===== config.mk =====
export PLATFORM = sky130hd
export DESIGN_NAME = lfu_recent_key_cache_top
export DESIGN_NICKNAME = d
export VERILOG_FILES = /design/src/design/lrkc_pkg.sv /design/src/design/lrkc_cell.sv /design/src/design/lrkc_chain.sv /design/src/design/lfu_recent_key_cache_top.sv
export SDC_FILE = /design/constraint.sdc
export NUM_CORES = 2
export LEC_CHECK = 0
export BUFFER_PORTS_ARGS = -buffer_cell sky130_fd_sc_hd__buf_4
export CAP_MARGIN = 20
export CORE_UTILIZATION = 61
export DETAILED_ROUTE_END_ITERATION = 6
export PLACE_DENSITY = 0.88
export SYNTH_ARGS = -nofsm -noshare
export SYNTH_HDL_FRONTEND = slang
export SYNTH_SLANG_ARGS = --single-unit
export TNS_END_PERCENT = 100

===== constraint.sdc =====
create_clock -name clk -period 3.93 [get_ports clk]
set_input_delay 0.393 -clock clk [delete_from_list [all_inputs] [get_ports clk]]
set_output_delay 0.393 -clock clk [all_outputs]
set_load 0.01 [all_outputs]

===== src/design/lrkc_pkg.sv =====
// Package for the LFU recent-key cache: sizes, codes and the structs
// passed between the top level, the cell chain and the cells. No dependencies.
`timescale 1ns / 1ps

package lrkc_pkg;

  localparam int SLOTS      = 16;
  localparam int COUNT_BITS = 16;
  localparam int KEY_W      = 31;
  localparam int HANDLE_W   = 32;
  localparam int IDX_W      = (SLOTS > 1) ? $clog2(SLOTS) : 1;

  localparam logic [COUNT_BITS-1:0] COUNT_MAX = {COUNT_BITS{1'b1}};

  // Operation codes carried by the operation field
  typedef enum logic [1:0] {
    OP_LOOKUP = 2'd0,
    OP_INSERT = 2'd1,
    OP_REMOVE = 2'd2
  } op_code_t;

  // Kinds of slot update broadcast after a scan
  typedef enum logic [1:0] {
    UPD_BUMP  = 2'd0,
    UPD_FILL  = 2'd1,
    UPD_CLEAR = 2'd2
  } upd_kind_t;

  // Controller states
  typedef enum logic [1:0] {
    ST_IDLE   = 2'd0,
    ST_SCAN   = 2'd1,
    ST_UPDATE = 2'd2
  } ctrl_state_t;

  // Search token that walks down the chain, one cell per cycle
  typedef struct packed {
    logic                  found;
    logic [IDX_W-1:0]      hit_idx;
    logic [HANDLE_W-1:0]   hit_handle;
    logic [COUNT_BITS-1:0] least_count;
    logic [IDX_W-1:0]      min_idx;
  } scan_t;

  // Slot update command, seen by all cells, taken by the addressed one
  typedef struct packed {
    logic                en;
    upd_kind_t           kind;
    logic [IDX_W-1:0]    idx;
    logic [KEY_W-1:0]    key;
    logic [HANDLE_W-1:0] handle;
  } upd_t;

endpackage


===== src/design/lrkc_cell.sv =====
// One cache slot: valid, key, handle and use count, plus one stage of the
// search token pipeline. Depends on lrkc_pkg.
`timescale 1ns / 1ps

module lrkc_cell (
  input  logic                          clk,
  input  logic                          rst,
  input  logic [lrkc_pkg::IDX_W-1:0]    cell_idx,
  input  logic [lrkc_pkg::KEY_W-1:0]    req_key,
  input  logic                          scan_in_valid,
  input  lrkc_pkg::scan_t               scan_in,
  output logic                          scan_out_valid,
  output lrkc_pkg::scan_t               scan_out,
  input  lrkc_pkg::upd_t                upd
);
  import lrkc_pkg::*;

  logic                  valid;
  logic [KEY_W-1:0]      key;
  logic [HANDLE_W-1:0]   handle;
  logic [COUNT_BITS-1:0] count;

  logic  match;
  scan_t scan_next;
  logic  sel;

  // Merge this slot into the token: first match wins, strict-less minimum
  always_comb begin
    match     = valid && (key == req_key);
    scan_next = scan_in;
    if (match && !scan_in.found) begin
      scan_next.found      = 1'b1;
      scan_next.hit_idx    = cell_idx;
      scan_next.hit_handle = handle;
    end
    if (count < scan_in.least_count) begin
      scan_next.least_count = count;
      scan_next.min_idx     = cell_idx;
    end
  end

  // Token stage register
  always_ff @(posedge clk) begin
    if (rst) begin
      scan_out_valid <= 1'b0;
    end else begin
      scan_out_valid <= scan_in_valid;
    end
    if (scan_in_valid) begin
      scan_out <= scan_next;
    end
  end

  assign sel = upd.en && (upd.idx == cell_idx);

  // Slot contents
  always_ff @(posedge clk) begin
    if (rst) begin
      valid  <= 1'b0;
      key    <= '0;
      handle <= '0;
      count  <= '0;
    end else if (sel) begin
      case (upd.kind)
        UPD_BUMP: begin
          if (count != COUNT_MAX) begin
            count <= count + 1'b1;
          end
        end
        UPD_FILL: begin
          valid  <= 1'b1;
          key    <= upd.key;
          handle <= upd.handle;
          count  <= COUNT_BITS'(1);
        end
        UPD_CLEAR: begin
          valid  <= 1'b0;
          key    <= '0;
          handle <= '0;
          count  <= '0;
        end
        default: begin
          count <= count;
        end
      endcase
    end
  end

endmodule


===== src/design/lrkc_chain.sv =====
// Row of SLOTS cells; the search token enters at cell 0, is registered in each
// cell and leaves the last one. Depends on lrkc_pkg and lrkc_cell.
`timescale 1ns / 1ps

module lrkc_chain (
  input  logic                       clk,
  input  logic                       rst,
  input  logic [lrkc_pkg::KEY_W-1:0] req_key,
  input  logic                       start,
  output logic                       done,
  output lrkc_pkg::scan_t            result,
  input  lrkc_pkg::upd_t             upd
);
  import lrkc_pkg::*;

  scan_t tok   [SLOTS+1];
  logic  tok_v [SLOTS+1];

  // Seed token: nothing found, victim defaults to slot 0
  always_comb begin
    tok[0].found       = 1'b0;
    tok[0].hit_idx     = '0;
    tok[0].hit_handle  = '0;
    tok[0].least_count = COUNT_MAX;
    tok[0].min_idx     = '0;
    tok_v[0]           = start;
  end

  for (genvar g = 0; g < SLOTS; g++) begin : g_cell
    lrkc_cell u_cell (
      .clk            (clk),
      .rst            (rst),
      .cell_idx       (IDX_W'(g)),
      .req_key        (req_key),
      .scan_in_valid  (tok_v[g]),
      .scan_in        (tok[g]),
      .scan_out_valid (tok_v[g+1]),
      .scan_out       (tok[g+1]),
      .upd            (upd)
    );
  end

  assign done   = tok_v[SLOTS];
  assign result = tok[SLOTS];

endmodule


===== src/design/lfu_recent_key_cache_top.sv =====
// Top level of the LFU recent-key cache: request capture, controller,
// update decision and result register. Depends on lrkc_pkg and lrkc_chain.
`timescale 1ns / 1ps

// Fully associative cache of SLOTS (16) slots with least-frequently-used
// replacement. Items enter on in_valid/in_ready carrying operation, key and
// handle_in; each produces exactly one result (hit, handle_out) on
// out_valid/out_ready.
// One item is processed at a time. After acceptance a search token walks the
// row of slot cells, one cell per cycle, collecting the first matching slot
// and the slot with the smallest use count; an update step then applies the
// bump, fill or clear and loads the result register. The next item is
// accepted only once that update step has committed and the controller is
// back in idle.
// The result register holds until taken; while the receiver stalls with a
// result still pending, a finished scan waits in its update step and no new
// item is accepted. Synchronous reset empties every slot (valid, key, handle
// and count cleared at once), drops any item in flight and clears out_valid.

module lfu_recent_key_cache_top (
  input  logic                          clk,
  input  logic                          rst,
  input  logic                          in_valid,
  output logic                          in_ready,
  input  logic [1:0]                    operation,
  input  logic [lrkc_pkg::KEY_W-1:0]    key,
  input  logic [lrkc_pkg::HANDLE_W-1:0] handle_in,
  output logic                          out_valid,
  input  logic                          out_ready,
  output logic                          hit,
  output logic [lrkc_pkg::HANDLE_W-1:0] handle_out
);
  import lrkc_pkg::*;

  ctrl_state_t state, state_next;

  logic [1:0]          req_op;
  logic [KEY_W-1:0]    req_key;
  logic [HANDLE_W-1:0] req_handle;
  logic                scan_start;

  logic  chain_done;
  scan_t last;
  upd_t  upd;

  logic                in_fire;
  logic                commit;
  logic                res_hit;
  logic [HANDLE_W-1:0] res_handle;

  assign in_fire = in_valid && in_ready;
  assign commit  = (state == ST_UPDATE) && (!out_valid || out_ready);

  // Next state
  always_comb begin
    state_next = state;
    unique case (state)
      ST_IDLE:   if (in_fire) state_next = ST_SCAN;
      ST_SCAN:   if (chain_done) state_next = ST_UPDATE;
      ST_UPDATE: if (commit) state_next = ST_IDLE;
      default:   state_next = ST_IDLE;
    endcase
  end

  // Controller outputs
  always_comb begin
    in_ready = 1'b0;
    unique case (state)
      ST_IDLE:   in_ready = 1'b1;
      ST_SCAN:   in_ready = 1'b0;
      ST_UPDATE: in_ready = 1'b0;
      default:   in_ready = 1'b0;
    endcase
  end

  always_ff @(posedge clk) begin
    if (rst) begin
      state      <= ST_IDLE;
      scan_start <= 1'b0;
    end else begin
      state      <= state_next;
      scan_start <= in_fire;
    end
  end

  // Request capture
  always_ff @(posedge clk) begin
    if (in_fire) begin
      req_op     <= operation;
      req_key    <= key;
      req_handle <= handle_in;
    end
  end

  lrkc_chain u_chain (
    .clk     (clk),
    .rst     (rst),
    .req_key (req_key),
    .start   (scan_start),
    .done    (chain_done),
    .result  (last),
    .upd     (upd)
  );

  // Decide the slot update and the result from the finished token
  always_comb begin
    upd.en     = 1'b0;
    upd.kind   = UPD_BUMP;
    upd.idx    = last.hit_idx;
    upd.key    = req_key;
    upd.handle = req_handle;
    res_hit    = 1'b0;
    res_handle = '0;
    unique case (req_op)
      OP_LOOKUP: begin
        if (last.found) begin
          upd.en     = commit;
          res_hit    = 1'b1;
          res_handle = last.hit_handle;
        end
      end
      OP_INSERT: begin
        if (req_handle != '0) begin
          upd.en = commit;
          if (last.found) begin
            res_hit    = 1'b1;
            res_handle = last.hit_handle;
          end else begin
            upd.kind   = UPD_FILL;
            upd.idx    = last.min_idx;
            res_handle = req_handle;
          end
        end
      end
      OP_REMOVE: begin
        if (last.found) begin
          upd.en     = commit;
          upd.kind   = UPD_CLEAR;
          res_hit    = 1'b1;
          res_handle = last.hit_handle;
        end
      end
      default: begin
        upd.en = 1'b0;
      end
    endcase
  end

  // Result register
  always_ff @(posedge clk) begin
    if (rst) begin
      out_valid <= 1'b0;
    end else if (commit) begin
      out_valid <= 1'b1;
    end else if (out_ready) begin
      out_valid <= 1'b0;
    end
    if (commit) begin
      hit        <= res_hit;
      handle_out <= res_handle;
    end
  end

  // The token only comes out of the chain while the controller scans
  a_done_in_scan: assert property (@(posedge clk) disable iff (rst)
    chain_done |-> (state == ST_SCAN))
    else $error("scan token left the chain outside a scan");

  // Only one token in flight at a time
  a_single_token: assert property (@(posedge clk) disable iff (rst)
    chain_done |=> !chain_done)
    else $error("back-to-back scan tokens");

  // A fill never replaces a slot when the key was already present
  a_fill_on_miss: assert property (@(posedge clk) disable iff (rst)
    (upd.en && (upd.kind == UPD_FILL)) |-> !last.found)
    else $error("fill issued on a hit");

  // A new result appears only after an update step
  a_result_source: assert property (@(posedge clk) disable iff (rst)
    $rose(out_valid) |-> ($past(state) == ST_UPDATE))
    else $error("result without an update step");

endmodule

==> Yosys cells after proc, flatten, opt, wreduce, memory -nomap -nowiden <==
Index checks and enable logic that the tools add are counted.
{ "classes": {"addsub": 16, "order_cmp": 16, "eq_ne": 72, "mux": 86, "reduce_logical": 108} }
{ "ops": {"columns": ["op", "n"], "rows": [
  ["$pmux W16 S3", 16],
  ["$mux W32", 18],
  ["$eq A31 B31 Y1", 16],
  ["$mux W20", 14],
  ["$add A16 B1 Y16 const B", 16],
  ["$mux W16", 16],
  ["$ne A16 B16 Y1 const B", 16],
  ["$lt A16 B16 Y1", 15],
  ["$pmux W32 S2", 2],
  ["$pmux W31 S2", 1],
  ["$reduce_and A3 Y1", 17],
  ["$logic_and A1 B1 Y1", 49],
  ["$mux W37", 1],
  ["$ne A2 B2 Y1 const B", 18],
  ["$eq A4 B4 Y1 const B", 8],
  ["$reduce_and A2 Y1", 16],
  ["$reduce_bool A32 Y1", 1],
  ["$eq A4 B3 Y1 const B", 4],
  ["$logic_not A1 Y1", 16],
  ["$lt A16 B16 Y1 const B", 1],
  ["$eq A4 B2 Y1 const B", 2],
  ["$mux W7", 1],
  ["$eq A2 B1 Y1 const B", 3],
  ["$eq A2 B2 Y1 const B", 3],
  ["17 further kinds", 28]
]} }
{ "totals": {"reg_bits": 2294, "in_bits": 69} }

==> Logic depth before layout (Yosys ltp) <==
{ "depth": {"depth_word": 8, "depth_mapped": 12} }

==> By module <==
A second synthesis with hierarchy kept.
{ "unflattened": {"cells_unflattened": 10275, "hier_area_um2": 109850.4} }
{ "by_module_without_submodules": {"columns": ["module", "instances", "cells_each", "area_each_um2", "seq_area_each_um2"], "rows": [
  ["lrkc_cell (u_chain.g_cell[0].u_cell ...)", 9, 625, 6650.1, 3333.2],
  ["lrkc_cell (u_chain.g_cell[3].u_cell ...)", 6, 626, 6551.3, 3333.2],
  ["lrkc_cell (u_chain.g_cell[9].u_cell)", 1, 630, 6708.9, 3333.2],
  ["lfu_recent_key_cache_top", 1, 262, 3975.1, 3022.9],
  ["lrkc_chain", 1, 2, 7.5, 0.0]
]} }

==> Worst setup path before layout <==
Ideal clock, no wire load.
{ "synth_path": {"path_kind": "register -> register", "from": "register req_handle[30]", "to": "register u_chain.g_cell[9].u_cell.count[12]", "setup_time_ps": 135, "arrival_ps": 2704, "required_ps": 3795, "path_slack_ps": 1091, "stages_incl_launch_ff": 11, "n_path_buf": 3, "period_less_slack_ps": 2839, "path_cell_list": "edfxtp_1 -> nor4_1 -> nand4_2 -> o21ai_4 -> buf_8 -> mux2i_2 -> buf_2 -> nand2_1 -> buf_2 -> o311ai_0 -> o41ai_1"} }
{ "synth_via": {"elab_chain_len": 6} }
{ "synth_lines": {"columns": ["item", "line_no", "text"], "rows": [
  ["from (decl)", "lfu_recent_key_cache_top.sv:39", "logic [HANDLE_W-1:0] req_handle;"],
  ["from (signal assigned)", "lfu_recent_key_cache_top.sv:91", "req_handle <= handle_in;"],
  ["$reduce_bool A32 Y1 *", "lfu_recent_key_cache_top.sv:123", "if (req_handle != '0) begin"],
  ["$mux W7 *", "lfu_recent_key_cache_top.sv:123", null],
  ["$pmux W2 S2 or $mux W4 (tied branches)", "lfu_recent_key_cache_top.sv:114", "unique case (req_op)"],
  ["$eq A2 B2 Y1 (tied with other cells)", "lrkc_cell.sv:64", "case (upd.kind)"],
  ["$reduce_bool A3 Y1 (no line) (tied with other cells)", null, null],
  ["$reduce_and A3 Y1 (no line)", null, null],
  ["to (signal assigned)", "lrkc_cell.sv:67", "count <= count + 1'b1;"],
  ["to (signal assigned)", "lrkc_cell.sv:83", "count <= count;"],
  ["to (decl)", "lrkc_cell.sv:21", "logic [COUNT_BITS-1:0] count;"]
]} }
Every way passes the cells marked *; elsewhere a longest branch is shown, timed or not.
A chain may end at the register's enable or synchronous reset.

==> Final worst setup path <==
{ "layout_path": {"from": "register req_handle[30]", "to": "register u_chain.g_cell[5].u_cell.handle[10]"} }
{ "layout_via": {"elab_chain_len": 6} }
{ "layout_lines": {"columns": ["item", "line_no", "text"], "rows": [
  ["$reduce_bool A32 Y1 *", "lfu_recent_key_cache_top.sv:123", null],
  ["$mux W7 *", "lfu_recent_key_cache_top.sv:123", null],
  ["$pmux W2 S2 or $mux W4 (tied branches)", "lfu_recent_key_cache_top.sv:114", null],
  ["$eq A2 B2 Y1 (tied with other cells)", "lrkc_cell.sv:64", null],
  ["$reduce_bool A2 Y1 (no line) or $logic_and A1 B1 Y1 (tied branches)", null, null],
  ["$reduce_and A2 Y1 (no line)", null, null],
  ["to (signal assigned)", "lrkc_cell.sv:73", "handle <= upd.handle;"],
  ["to (decl)", "lrkc_cell.sv:20", "logic [HANDLE_W-1:0] handle;"]
]} }
Marks and branches as above.

==> impl_metrics.tcl <==
set metrics [dict create \
    grt.overflow.total 0 \
    hold_class "input pin to flop" \
    insertion_delay_ns 0.88 \
    clock_sinks 2264 \
    slew_viol_final 0 \
    finalSetupViolCount 0 \
    die_h_um 405.5 \
    dieArea_um2 164400 \
    dr_total_vias 78450 \
    ios 104 \
    clk_pin_slew_ns 0.07 \
    yosys.cell_count.top_type "dfxtp_1" \
    final_cell_area_um2 110500 \
    synth_edf_count 964 \
    rsz0062_at_grt "no" \
    post_cts_buffers 0 \
    crit_path_max_fanout 52 \
    synth_top_area_share_pct 29.15 \
    area_growth_pct 11.25 \
    hold_viol_final 0 \
    worst_ep_arrival_time_ns 4.58 \
    synth.cell_area_um2 99290 \
    clock-root-buffer "clkbuf_16" \
    core_area_um2 161100 \
    max_freq_mhz 260.7 \
    required_ns 4.67 \
    yosys-top-cells-area "edfxtp_1 29%, dfxtp_1 26%, nand3_1 5.9%" \
    ir_drop_v 0.0005239 \
    status "finished, violations left" \
    crit_type "flop to flop" \
    initial_core_util_pct 61.63 \
    ff_latch_area_um2 54990 \
    synth_common_cells "1,300 x dfxtp_1, 1,163 x nand3_1, 1,024 x o21ai_0" \
    ys.flop_type "dfxtp_1" \
    worst_clock_skew_ns 0.06748 \
    dr.first_iter.drc_count 11920 \
    yosys_warnings 0 \
    hpwl_mm 177.4 \
    drive_gt1_share_pct 14.90 \
    wl_mm 296.6 \
    numCtsBuffers 210 \
    utilization_pct 68.56 \
    slowest_stage "edfxtp_1" \
    cap_viol_max_count 0 \
    cpMostUsedCell "buf_4" \
    cp_top_family "compound AO/OA/AOI/OAI gates" \
    fillers 10610 \
    postSynthCellCount 9372 \
    synthesis.nets 9687 \
    drt-pass1-iter-count 7 \
    worst_slew_pin_slew_ns 1.311 \
    portBuffers 103 \
    num_rows 147 \
    viasPerCell 6.719 \
    antenna_left 0 \
    grt_pass1_vias 76340 \
    fin_crit_sh_pct 97.61 \
    clk_path_buf_depth 3 \
    grt_max_degree 127 \
    drc_errors 12 \
    p_leak_nw 40.48 \
    htree_levels 4 \
    wl_per_cell_um 25.40 \
    dpl_cell_area_um2 102600 \
    violations "DRC" \
    place.gp.congestion 0.9504 \
    final_nets 9639 \
    layout_min_cycle_time_ns 3.836 \
    slew_headroom_pct 12.40 \
    ys_async_sr_fraction_pct 0 \
    p_per_area_nw_per_um2 428.9 \
    grt_use_total_pct 35.02 \
    cp_num_buf_inv 2 \
    ys_seq_area_share_pct 55.36 \
    yosysTopAreaCell "edfxtp_1" \
    antenna_found_initial 13 \
    endpoint_kind "flop" \
    cts_tree "built" \
    synth-seq-cells 2264 \
    crit_chain "nor4_4 > nand4_2 > buf_4 > o21a_1 > o211a_1 > o211ai_4 > buf_4 > nand3_1 > o21ai_0" \
    multi_input_area_um2 40090 \
    die_width_um 405.5 \
    start_kind "flop" \
    synth.avg_cell_area_um2 10.59 \
    ys_types 98 \
    grt_pass1_wl_mm 445.2 \
    slowest_delay_ns 0.58 \
]
-- area by class of cell --
| type | instances | share of cell area [%] |
|---|---|---|
| Antenna cell | 5 | 0.01133 |
| Clock buffer | 323 | 5.679 |
| Clock inverter | 76 | 0.7782 |
| Inverter | 282 | 0.9651 |
| Multi-Input combinational cell | 6101 | 36.30 |
| Sequential cell | 2264 | 49.78 |
| Tap cell | 2160 | 2.447 |
| Timing Repair Buffer | 465 | 4.040 |
-- final timing paths --
path	start	to	slack (ns)	cells after the start
worst max register to register	req_handle[30]$_DFFE_PP_	u_chain.g_cell[5].u_cell.handle[10]$_SDFFE_PP0P_	0.09	9
worst max-delay path	req_handle[30]$_DFFE_PP_	u_chain.g_cell[5].u_cell.handle[10]$_SDFFE_PP0P_	0.09	9
worst min register to register	u_chain.g_cell[0].u_cell.handle[12]$_SDFFE_PP0P_	u_chain.g_cell[0].u_cell.handle[12]$_SDFFE_PP0P_	0.45	2
worst min-delay path	handle_in[15]	req_handle[15]$_DFFE_PP_	0.25	2
-- through the flow --
stage | cells | TNS (ns) | setup slack (ns) | total power (W) | hold slack [ns]
floorplan | 9372 | 0 | 1.091 | 0.02583 | 0.4290
global placement | 11200 | -3.334 | -0.08208 | 0.02650 | 0.4416
detailed placement | 11200 | -54.90 | -0.2641 | 0.02653 | 0.4485
CTS | 11670 | 0 | 0.07990 | 0.04719 | 0.2153
global route | 11670 | 0 | 0.07749 | 0.04830 | 0.2514
finish | 11680 | 0 | 0.09376 | 0.04738 | 0.2516
-- state kept, by name, summed over array words and instances (netlist names) --
name	flops
req_op	2
u_chain.g_cell.u_cell.valid	16
u_chain.g_cell.u_cell.scan_out	866
u_chain.g_cell.u_cell.key	496
u_chain.g_cell.u_cell.handle	512
handle_out	32
req_handle	32
out_valid	1
scan_start	1
hit	1
req_key	31
u_chain.g_cell.u_cell.scan_out_valid	16
u_chain.g_cell.u_cell.count	256
state	2
-- logic make-up (layout without fill, tap and decap cells) --
logic type	after synthesis	in the layout	synth area share, %
and+or+nand+nor	2875	2875	14.54
DFF	2264	2264	55.36
AOI/OAI and AO/OA	1941	1941	11.99
buffers and inverters	1007	1146	4.490
muxes	532	532	6.042
xor gates and xnor gates	507	507	4.472
adders and majority gates	246	246	3.100
other	0	5	0
-- timing repair --
item	in CTS	in global routing
hold buffers	67	0
setup endpoints to repair	900	38
cloned	0	0
resized for setup	1	1
endpoints found under the hold margin	79	0
-- power breakdown --
part	switching [W]	internal [W]	leakage (nW)
Clock	0.00934	0.0118	3.50
Combinational	0.00118	0.000443	17.7
Sequential	0.000137	0.0244	19.3
Total	0.0107	0.0367	40.5
-- metal layers --
layer | vias to the layer above | wire, um | track usage [%]
met5 | - | 110 | 0
met4 | 14 | 18490 | 19.89
met3 | 1373 | 37390 | 9.271
met2 | 5709 | 134500 | 55.29
met1 | 37370 | 106000 | 43.52
li1 | 33980 | - | -
-- cells in the final DEF, fill, tap and decap left out, drive strengths merged, types with 39 or more instances in the layout --
cell and n:
a21o 56, a21oi 129, a22o 61, a31oi 54, and2 87, and3 60
buf 398, clkbuf 323, clkinv 50, dfxtp 1300, dlygate4sd3 67, edfxtp 964
ha 246, inv 292, mux2 511, nand2 708, nand2b 82, nand3 1165
nand4 194, nor2 200, nor2b 39, nor3 83, nor4 135, o211ai 110
o21ai 1216, o311ai 52, o31ai 83, or2 40, xnor2 285, xor2 222
Power figures use the tool's default switching activity.
